[config.mk]
export PLATFORM = sky130hd
export DESIGN_NAME = cwb_hash
export DESIGN_NICKNAME = d
export VERILOG_FILES = /design/src/sv/cwb_pkg.sv /design/src/sv/cwb_hash.sv
export SDC_FILE = /design/constraint.sdc
export NUM_CORES = 1
export LEC_CHECK = 0
export ABC_AREA = 1
export ABC_CLOCK_PERIOD_IN_PS = 800
export BUFFER_PORTS_ARGS = -buffer_cell sky130_fd_sc_hd__buf_2
export CAP_MARGIN = 40
export CORE_AREA = 4 4 41 43
export CTS_CLUSTER_DIAMETER = 60
export DETAILED_ROUTE_END_ITERATION = 10
export DIE_AREA = 0 0 45 47
export GPL_TIMING_DRIVEN = 0
export PLACE_DENSITY = 0.65
export SLEW_MARGIN = 20
export SYNTH_ARGS = -nofsm -noshare
export SYNTH_HDL_FRONTEND = slang
export SYNTH_SLANG_ARGS = --single-unit
[constraint.sdc]
create_clock -name clk -period 0.8 [get_ports clk]
set_clock_uncertainty 0.1 [all_clocks]
set_input_delay 0.04 -clock clk [delete_from_list [all_inputs] [get_ports clk]]
set_output_delay 0.04 -clock clk [all_outputs]
set_load 0.05 [all_outputs]
[src/sv/cwb_pkg.sv]
// cwb_pkg: request, result and buffer entry types, state and status codes
// for the coalescing write buffer. No dependencies.
package cwb_pkg;

  localparam int ENT_W   = 6;
  localparam int CNT_W   = 5;
  localparam int KEY_W   = 32;

  localparam logic [ENT_W-1:0] SLOT_EMPTY = '1;

  localparam logic OP_WRITE = 1'b0;
  localparam logic OP_FLUSH = 1'b1;

  localparam logic KIND_ENTRY  = 1'b0;
  localparam logic KIND_STATUS = 1'b1;

  localparam logic [1:0] STAT_MERGED   = 2'd0;
  localparam logic [1:0] STAT_APPENDED = 2'd1;
  localparam logic [1:0] STAT_REJECTED = 2'd2;
  localparam logic [1:0] STAT_FLUSHED  = 2'd3;

  typedef struct packed {
    logic        operation;
    logic [63:0] set_handle;
    logic [15:0] binding;
    logic [15:0] arr_elem;
    logic [63:0] payload;
    logic [15:0] descriptor_count;
  } req_t;

  typedef struct packed {
    logic             kind;
    logic [1:0]       status;
    logic [63:0]      out_set_handle;
    logic [15:0]      out_binding;
    logic [15:0]      out_arr_elem;
    logic [63:0]      out_payload;
    logic [CNT_W-1:0] out_count;
    logic [5:0]       pending_count;
    logic             last;
  } rsp_t;

  typedef struct packed {
    logic [63:0]      set_handle;
    logic [15:0]      binding;
    logic [15:0]      element;
    logic [63:0]      payload;
    logic [CNT_W-1:0] count;
  } entry_t;

  typedef enum logic [3:0] {
    S_IDLE,
    S_HASH,
    S_PROBE,
    S_SLOT,
    S_ENTRY,
    S_FL_RD,
    S_FL_EMIT,
    S_APPEND,
    S_STATUS
  } state_t;

endpackage

[src/sv/cwb_hash.sv]
// cwb_hash: home slot of a 32-bit key modulo HASH_SLOTS by reciprocal multiply,
// one registered product then one correction step. Depends on cwb_pkg.
module cwb_hash #(
  parameter int HASH_SLOTS = 256
) (
  input  logic                          clk,
  input  logic                          rst_n,
  input  logic                          start,
  input  logic [cwb_pkg::KEY_W-1:0]     key,
  output logic                          done,
  output logic [$clog2(HASH_SLOTS)-1:0] slot
);
  import cwb_pkg::*;

  localparam int SW = $clog2(HASH_SLOTS);
  localparam int RECIP_SH = 37;
  localparam logic [63:0] RECIP_W = (64'd1 << RECIP_SH) / 64'(HASH_SLOTS);
  localparam logic [KEY_W-1:0] RECIP = RECIP_W[KEY_W-1:0];
  localparam logic [KEY_W-1:0] MOD = KEY_W'(HASH_SLOTS);

  logic [KEY_W-1:0]   key_r;
  logic [2*KEY_W-1:0] prod_r;
  logic               step_r;
  logic               busy_r;
  logic [KEY_W-1:0]   quo;
  logic [KEY_W-1:0]   diff;
  logic [KEY_W-1:0]   rem;

  // quotient estimate is exact or one low
  assign quo  = KEY_W'(prod_r >> RECIP_SH);
  assign diff = key_r - quo * MOD;
  assign rem  = (diff >= MOD) ? diff - MOD : diff;

  assign done = busy_r && step_r;
  assign slot = rem[SW-1:0];

  always_ff @(posedge clk) begin
    if (!rst_n) begin
      busy_r <= 1'b0;
      step_r <= 1'b0;
    end else if (start) begin
      busy_r <= 1'b1;
      step_r <= 1'b0;
    end else if (busy_r) begin
      step_r <= 1'b1;
      if (done) begin
        busy_r <= 1'b0;
      end
    end
  end

  always_ff @(posedge clk) begin
    if (start) begin
      key_r <= key;
    end
    if (busy_r && !step_r) begin
      prod_r <= 64'(key_r) * 64'(RECIP);
    end
  end

endmodule

== Word level (Yosys, flattened, before mapping) ==
Cells that the tools add are included.
Operators by class
  multiplexer cells: 4
  order comparisons: 1
  multiply operators: 0
  reductions and logical operators: 4
  eq/ne operators: 0
  div/mod/pow operators: 0
  bitwise logic cells: 1
  shifts and indexed selects: 0
  add/sub/neg operators: 2
Operators by type and width (count)
  $ge 32x9->1 const B: 1
  $sub 32x32->32: 1
  $mux 8: 1
  $sub 8x1->8 const B: 1
  $mux 1: 3
  $logic_and 1x1->1: 2
  $reduce_or 2->1: 1
  $logic_not 1->1: 1
  $not 1->1: 1
Storage, ports and cells
  memories kept: 0
  input port bits: 35
  bits in registers: 66
  latch bits: 0
  output and inout bits: 9
  memory bits (read-only): 0
  memory bits (writable): 0
  logic and storage cells: 16

== Longest topological paths before layout ==
Gate-level depths: netlist of run 1.
  depth in word-level cells: 4
  depth in mapped cells: 3
  depth with buffers taken out: 3

== Worst setup path after synthesis of run 1 ==
OpenSTA, ideal clock, no wires.
  path type: register to output
  start point: register busy_r
  end point: output port done
  buffers on the path: 0
  arrival time: 679 ps
  stages on the path, launching flop included: 3
  setup slack: -19 ps
  cells stage by stage: dfxtp_1 -> nand2_1 -> inv_1
On the way
  longest elaborated chain between the ends: 1
RTL lines
  start: declaration: RTL line cwb_hash.sv:24  | logic busy_r;
  start signal: assignment: RTL line cwb_hash.sv:39  | busy_r <= 1'b0;
  start signal: assignment: RTL line cwb_hash.sv:42  | busy_r <= 1'b1;
  start signal: assignment: RTL line cwb_hash.sv:47  | busy_r <= 1'b0;
  $logic_and 1x1->1: RTL line cwb_hash.sv:34  | assign done = busy_r && step_r;
  end: declaration: RTL line cwb_hash.sv:10  | output logic done,
No other way between the ends.

== Worst setup path after layout of run 1 ==
  start point: register step_r
  end point: output port done
On the way
  longest elaborated chain between the ends: 1
RTL lines
  start: declaration: RTL line cwb_hash.sv:23  | logic step_r;
  start signal: assignment: RTL line cwb_hash.sv:40  | step_r <= 1'b0;
  start signal: assignment: RTL line cwb_hash.sv:43  | step_r <= 1'b0;
  start signal: assignment: RTL line cwb_hash.sv:45  | step_r <= 1'b1;
  $logic_and 1x1->1: RTL line cwb_hash.sv:34
No other way between the ends.

==> impl_metrics.json, run 1 <==
{
  "grt_overflow_total": 0,
  "die_h_um": 47,
  "min_period_over_period": 1.28,
  "synth_fp_nets": 54,
  "core_area_mm2": 0.00130,
  "cts_made_buffers": 3,
  "cts.path.max_buffers": 2,
  "worstPathMaxFanout": 2,
  "violations_in_the_final_reports": "setup timing",
  "initial_utilization": 0.250,
  "slew_viol_final": 0,
  "clock_tree_from_tritoncts": "yes",
  "criticalPathCategory": "reg -> out",
  "grt_util_all_layers": 0.0753,
  "worst-endpoint-required_ns": 0.66,
  "setup_viol": 10,
  "number_of_sinks_on_the_clock_net": 10,
  "postSynthAreaPerCell_um2": 17.1,
  "routed_wirelength_um": 666,
  "drt_iter0_drc": 0,
  "clkTransAtPathRegs_ns": 0.05,
  "grt_pass1_vias": 255,
  "setup-tns-final_ns": -1.28,
  "pd_cells_mw_per_mm2": 1900,
  "status": "complete, but fails checks",
  "antenna-diode-count": 0,
  "final_cells": 67,
  "syn-cell-area_um2": 325,
  "grt_max_degree": 11,
  "seq_area_frac_synth": 0.862,
  "static_power_due_to_leakage_uw": 0.000275,
  "clockRootBuffer": "clkbuf_4",
  "placedCellCount": 53,
  "finish.utilization": 0.494,
  "post_route_cells_drive_above_1_share": 0.596,
  "wire_length_of_the_first_global_routing_pass_um": 1040,
  "dieArea_mm2": 0.00212,
  "netlist.area_leader.share": 0.738,
  "number_of_maximum_capacitance_violations": 0,
  "ff2ff_setup_slack_ns": -0.01,
  "detail_route.first_pass.iterations": 1,
  "ff2ff_path_depth": 4,
  "worstSetupStartpointType": "register",
  "rsz0062_at_grt": "yes",
  "number_of_h_tree_levels": 1,
  "worstPathArrival_ns": 0.88,
  "drc": 0,
  "post_route_minimum_period_ns": 1.02,
  "post_synth_inst_count": 19,
  "tightestPinTransition_ns": 0.213,
  "fin_hold_ws_ns": 0.0118,
  "max_freq_mhz": 977,
  "worst_skew_pair.late_latency_ns": 0.25,
  "place.gp.congestion": 0.609,
  "ys_ff_latch": 10,
  "worst_hold_path.endpoint": "step_r",
  "routed_via_density": 3.70,
  "ys_warn_count": 0,
  "antenna_left": 0,
  "netlist_top_cells_area": "edfxtp_1 74%, dfxtp_1 12%, inv_1 4.6%",
  "fp.dieW_um": 45,
  "fp-row-count": 13,
  "r2r_end": "busy_r",
  "drt-wirelength-per-cell_um": 9.94,
  "vdd_drop_max_uv": 853,
  "routed-via-count": 248,
  "holdCritStartpoint": "start",
  "nNetsFinal": 89,
  "timing_hold_violations_final": 0,
  "antenna_found_initial": 0,
  "min-delay-path-class": "in -> reg",
  "max_slew_margin": 0.858,
  "worstHoldPathCells": 2,
  "synth.lib_cells_used.distinct": 7,
  "yosys.area.top_type": "edfxtp_1",
  "boundaryPins": 44,
  "portBuffers": 19,
  "worstReg2RegStart": "step_r",
  "capturing_element_type_of_the_critical_path": "output port",
  "finalWorstSetupSlack_ns": -0.223,
  "areaGrowthSynthToFinish_pct": 97.7
}
[synthesized netlist by cell type]
cell,number
edfxtp_1,8
inv_1,4
dfxtp_1,2
nand2_1,2
a21oi_2,1
nor2_1,1
nor3_2,1
[routing by layer]
metal / up-vias / global-route usage / share of wire
li1: 131 / - / -
met1: 97 / 0.0757 / 0.43
met2: 18 / 0.121 / 0.43
met3: 2 / 0.0383 / 0.13
met4: 0 / 0.0526 / 0.0075
met5: - / 0 / 0
[area by class of cell]
class / instances / area, um^2
clock buffer: 3 / 22.5
fill: 129 / 658
inverter: 4 / 18.8
multi-input combinational: 5 / 40.0
sequential: 10 / 283
tap: 15 / 18.8
timing repair buffer: 30 / 260
[cell families after synthesis]
family                 count (synthesis)  share of synthesized area
and+or+nand+nor                        4                     0.0654
DFF                                   10                      0.862
buffers and inverters                  4                     0.0461
AOI/OAI and AO/OA                      1                     0.0269
[through the flow]
step	setup WS, ns	cell area, um^2	power (uW)
after CTS	-0.243	617	1230
after global placement	-0.0684	443	824
final	-0.223	643	1220
after detailed placement	-0.0810	443	826
after global routing	-0.277	643	1290
after floorplan	0.0219	329	763
[report_power, final]
part | switching [uW] | internal, uW
sequential | 17.9 | 606
combinational | 165 | 123
clock | 135 | 172
[worst max-delay path, stage by stage (launching register included)]
cell	delay (ns)
dfxtp_2	0.32
nand2_2	0.08
clkinvlp_4	0.09
buf_8	0.15
[timing repair]
action / 4_1_cts / 5_1_grt
endpoints found under the setup margin: 9 / 10
endpoints found under the hold margin: 10 / 0
setup buffers: 0 / 2
pin swaps: 0 / 1
resized for setup: 21 / 3
hold buffers: 9 / 0
[sequential cells by signal, indices dropped and copies added, names as in the netlist]
register	flops
key_r	8
step_r	1
busy_r	1
[how the worst max path moves through the flow]
| stage | from | endpoint | slack (ns) | depth (start not counted) |
|---|---|---|---|---|
| 5_1_grt | step_r | done | -0.28 | 3 |
| 3_5_place_dp | step_r | done | -0.08 | 3 |
| 6_report | step_r | done | -0.22 | 3 |
| 2_1_floorplan | busy_r | done | 0.02 | 2 |
| 4_1_cts | busy_r | done | -0.24 | 3 |
| 3_3_place_gp | step_r | done | -0.07 | 3 |
[layout by cell type (no fill, tap or decap)]
master / Yosys / layout
nand2_2: 0 / 1
buf_6: 0 / 8
buf_4: 0 / 2
dfxtp_2: 0 / 2
nor3_2: 1 / 1
edfxtp_1: 8 / 8
clkinvlp_4: 0 / 1
clkbuf_4: 0 / 3
buf_8: 0 / 1
dlygate4sd3_1: 0 / 9
inv_1: 4 / 3
buf_2: 0 / 10
nand2_1: 2 / 1
nor2_4: 0 / 1
a21oi_2: 1 / 1
(Power assumes the default switching activity.)
==> run 2, diff against run 1 <==
--- a/config.mk
+++ b/config.mk
@@ -6,13 +6,13 @@
 export NUM_CORES = 1
 export LEC_CHECK = 0
 export ABC_AREA = 1
-export ABC_CLOCK_PERIOD_IN_PS = 800
+export ABC_CLOCK_PERIOD_IN_PS = 1300
 export BUFFER_PORTS_ARGS = -buffer_cell sky130_fd_sc_hd__buf_2
 export CAP_MARGIN = 40
-export CORE_AREA = 4 4 41 43
+export CORE_AREA = 2 2 39 41
 export CTS_CLUSTER_DIAMETER = 60
 export DETAILED_ROUTE_END_ITERATION = 10
-export DIE_AREA = 0 0 45 47
+export DIE_AREA = 0 0 41 43
 export GPL_TIMING_DRIVEN = 0
 export PLACE_DENSITY = 0.65
 export SLEW_MARGIN = 20
==> constraint.sdc (replaced) <==
create_clock -name clk -period 1.3 [get_ports clk]
set_clock_uncertainty 0.1 [all_clocks]
set_input_delay 0.065 -clock clk [delete_from_list [all_inputs] [get_ports clk]]
set_output_delay 0.065 -clock clk [all_outputs]
set_load 0.05 [all_outputs]
==> run 2 against run 1 <==
  * The run now ends clean
  * Clock power shrank 30%
  * Total power fell by 40%
  * Final cell count did not move
  * Critical endpoint unchanged
==> impl_metrics.json, run 2 (synthesized netlist as in run 1, its figures left out) <==
{
  "status": "completed",
  "detail_route.first_pass.iterations": 4,
  "fp.dieW_um": 41,
  "worstPathArrival_ns": 0.96,
  "core_area_mm2": 0.00138,
  "nNetsFinal": 87,
  "grt_overflow_total": 0,
  "cts_made_buffers": 3,
  "timing_hold_violations_final": 0,
  "antenna-diode-count": 0,
  "number_of_sinks_on_the_clock_net": 10,
  "layout.filler_cells": 139,
  "drt-wirelength-per-cell_um": 9.61,
  "reg.largest.list": "key_r (8), busy_r (1), step_r (1)",
  "worst_skew_pair.late_latency_ns": 0.26,
  "largest_register_ff_count": 8,
  "min-delay-path-class": "in -> reg",
  "number_of_maximum_capacitance_violations": 0,
  "p_total_uw": 734,
  "setup-tns-final_ns": 0,
  "cts.path.max_buffers": 2,
  "layout.cells.most_common": "buf_2",
  "fp-row-count": 14,
  "drt_iter0_drc": 4,
  "clock_tree_from_tritoncts": "yes",
  "capturing_element_type_of_the_critical_path": "output port",
  "post_route_cells_drive_above_1_share": 0.471,
  "post-dp-hpwl_um": 378,
  "post_route_minimum_period_ns": 1.12,
  "worstSetupStartpointType": "register",
  "criticalPathCategory": "reg -> out",
  "number_of_h_tree_levels": 1,
  "max_slew_margin": 0.835,
  "antenna_found_initial": 0,
  "worstPathMaxFanout": 3,
  "grt_max_degree": 11,
  "portBuffers": 19,
  "min_period_over_period": 0.865,
  "boundaryPins": 44,
  "max_freq_mhz": 890,
  "die_h_um": 43,
  "slew_viol_final": 0,
  "setup_viol": 0,
  "clkTransAtPathRegs_ns": 0.06,
  "place.gp.congestion": 0.530,
  "grt_util_all_layers": 0.0961,
  "drc": 0,
  "cts_post_setup_buffers_inserted": 0,
  "routed-via-count": 256,
  "routed_via_density": 3.82,
  "final-seq-area_um2": 280,
  "multiInputGateArea_um2": 30.0,
  "dieArea_mm2": 0.00176,
  "clockRootBuffer": "clkbuf_4",
  "antenna_left": 0,
  "most-common-layout-cells": "19 x buf_2, 9 x dlygate4sd3_1, 8 x edfxtp_1, 4 x inv_1, 3 x clkbuf_4",
  "grt_pass1_vias": 238,
  "register_with_the_most_flip_flops": "key_r",
  "wire_length_of_the_first_global_routing_pass_um": 1010,
  "tightestPinTransition_ns": 0.249,
  "rsz0062_at_grt": "no",
  "pd_cells_mw_per_mm2": 1320,
  "worst-endpoint-required_ns": 1.13,
  "vdd_drop_max_uv": 553,
  "initial_utilization": 0.235,
  "static_power_due_to_leakage_uw": 0.000254,
  "areaGrowthSynthToFinish_pct": 71.2,
  "routed_wirelength_um": 644
}
## run 2: repair_timing
item | CTS | global route
endpoints found under the hold margin | 10 | 0
hold buffers | 9 | 0
gates resized for setup | 0 | 0
endpoints found under the setup margin | 0 | 0
## run 2: stage by stage
| step | worst slack, ns | std cells | hold WS (ns) | area [um^2] | util |
|---|---|---|---|---|---|
| finish | 0.176 | 67 | 0.0396 | 557 | 0.402 |
| global route | 0.0805 | 67 | 0.0331 | 557 | 0.402 |
| CTS | 0.155 | 67 | 0.0328 | 557 | 0.402 |
| detailed placement | 0.456 | 54 | 0.143 | 440 | 0.318 |
| global placement | 0.459 | 54 | 0.144 | 440 | 0.318 |
| floorplan | 0.456 | 19 | 0.0347 | 325 | - |
## run 2: power by group
| group | internal (uW) | switching (uW) | total (uW) |
|---|---|---|---|
| clock network | 111 | 103 | 214 |
| logic | 45.2 | 97.0 | 142 |
| registers | 371 | 6.56 | 378 |
## run 2: metal layers
layer  vias up  wire [um]  track usage
met5         -          0            0
met4         0          0       0.0600
met3         0         78       0.0785
met2        19        313        0.141
met1       109        252       0.0853
li1        128          -            -
## run 2: layout make-up
class                      count  area share
inverter                       4      0.0270
tap                           16      0.0360
clock inverter                 1     0.00674
multi-input combinational      5      0.0539
sequential                    10       0.503
clock buffer                   3      0.0404
timing repair buffer          28       0.333
## run 2: critical path: stages, from the launching register on
cell	delay [ns]
dfxtp_1	0.35
nand2_1	0.06
inv_1	0.04
buf_2	0.25
## run 2: worst paths after layout
check | start | to | slack (ns) | depth (start not counted)
max | step_r | done | 0.18 | 3
min | start | step_r | 0.04 | 2
max reg2reg | step_r | busy_r | 0.59 | 3
min reg2reg | busy_r | busy_r | 0.39 | 2
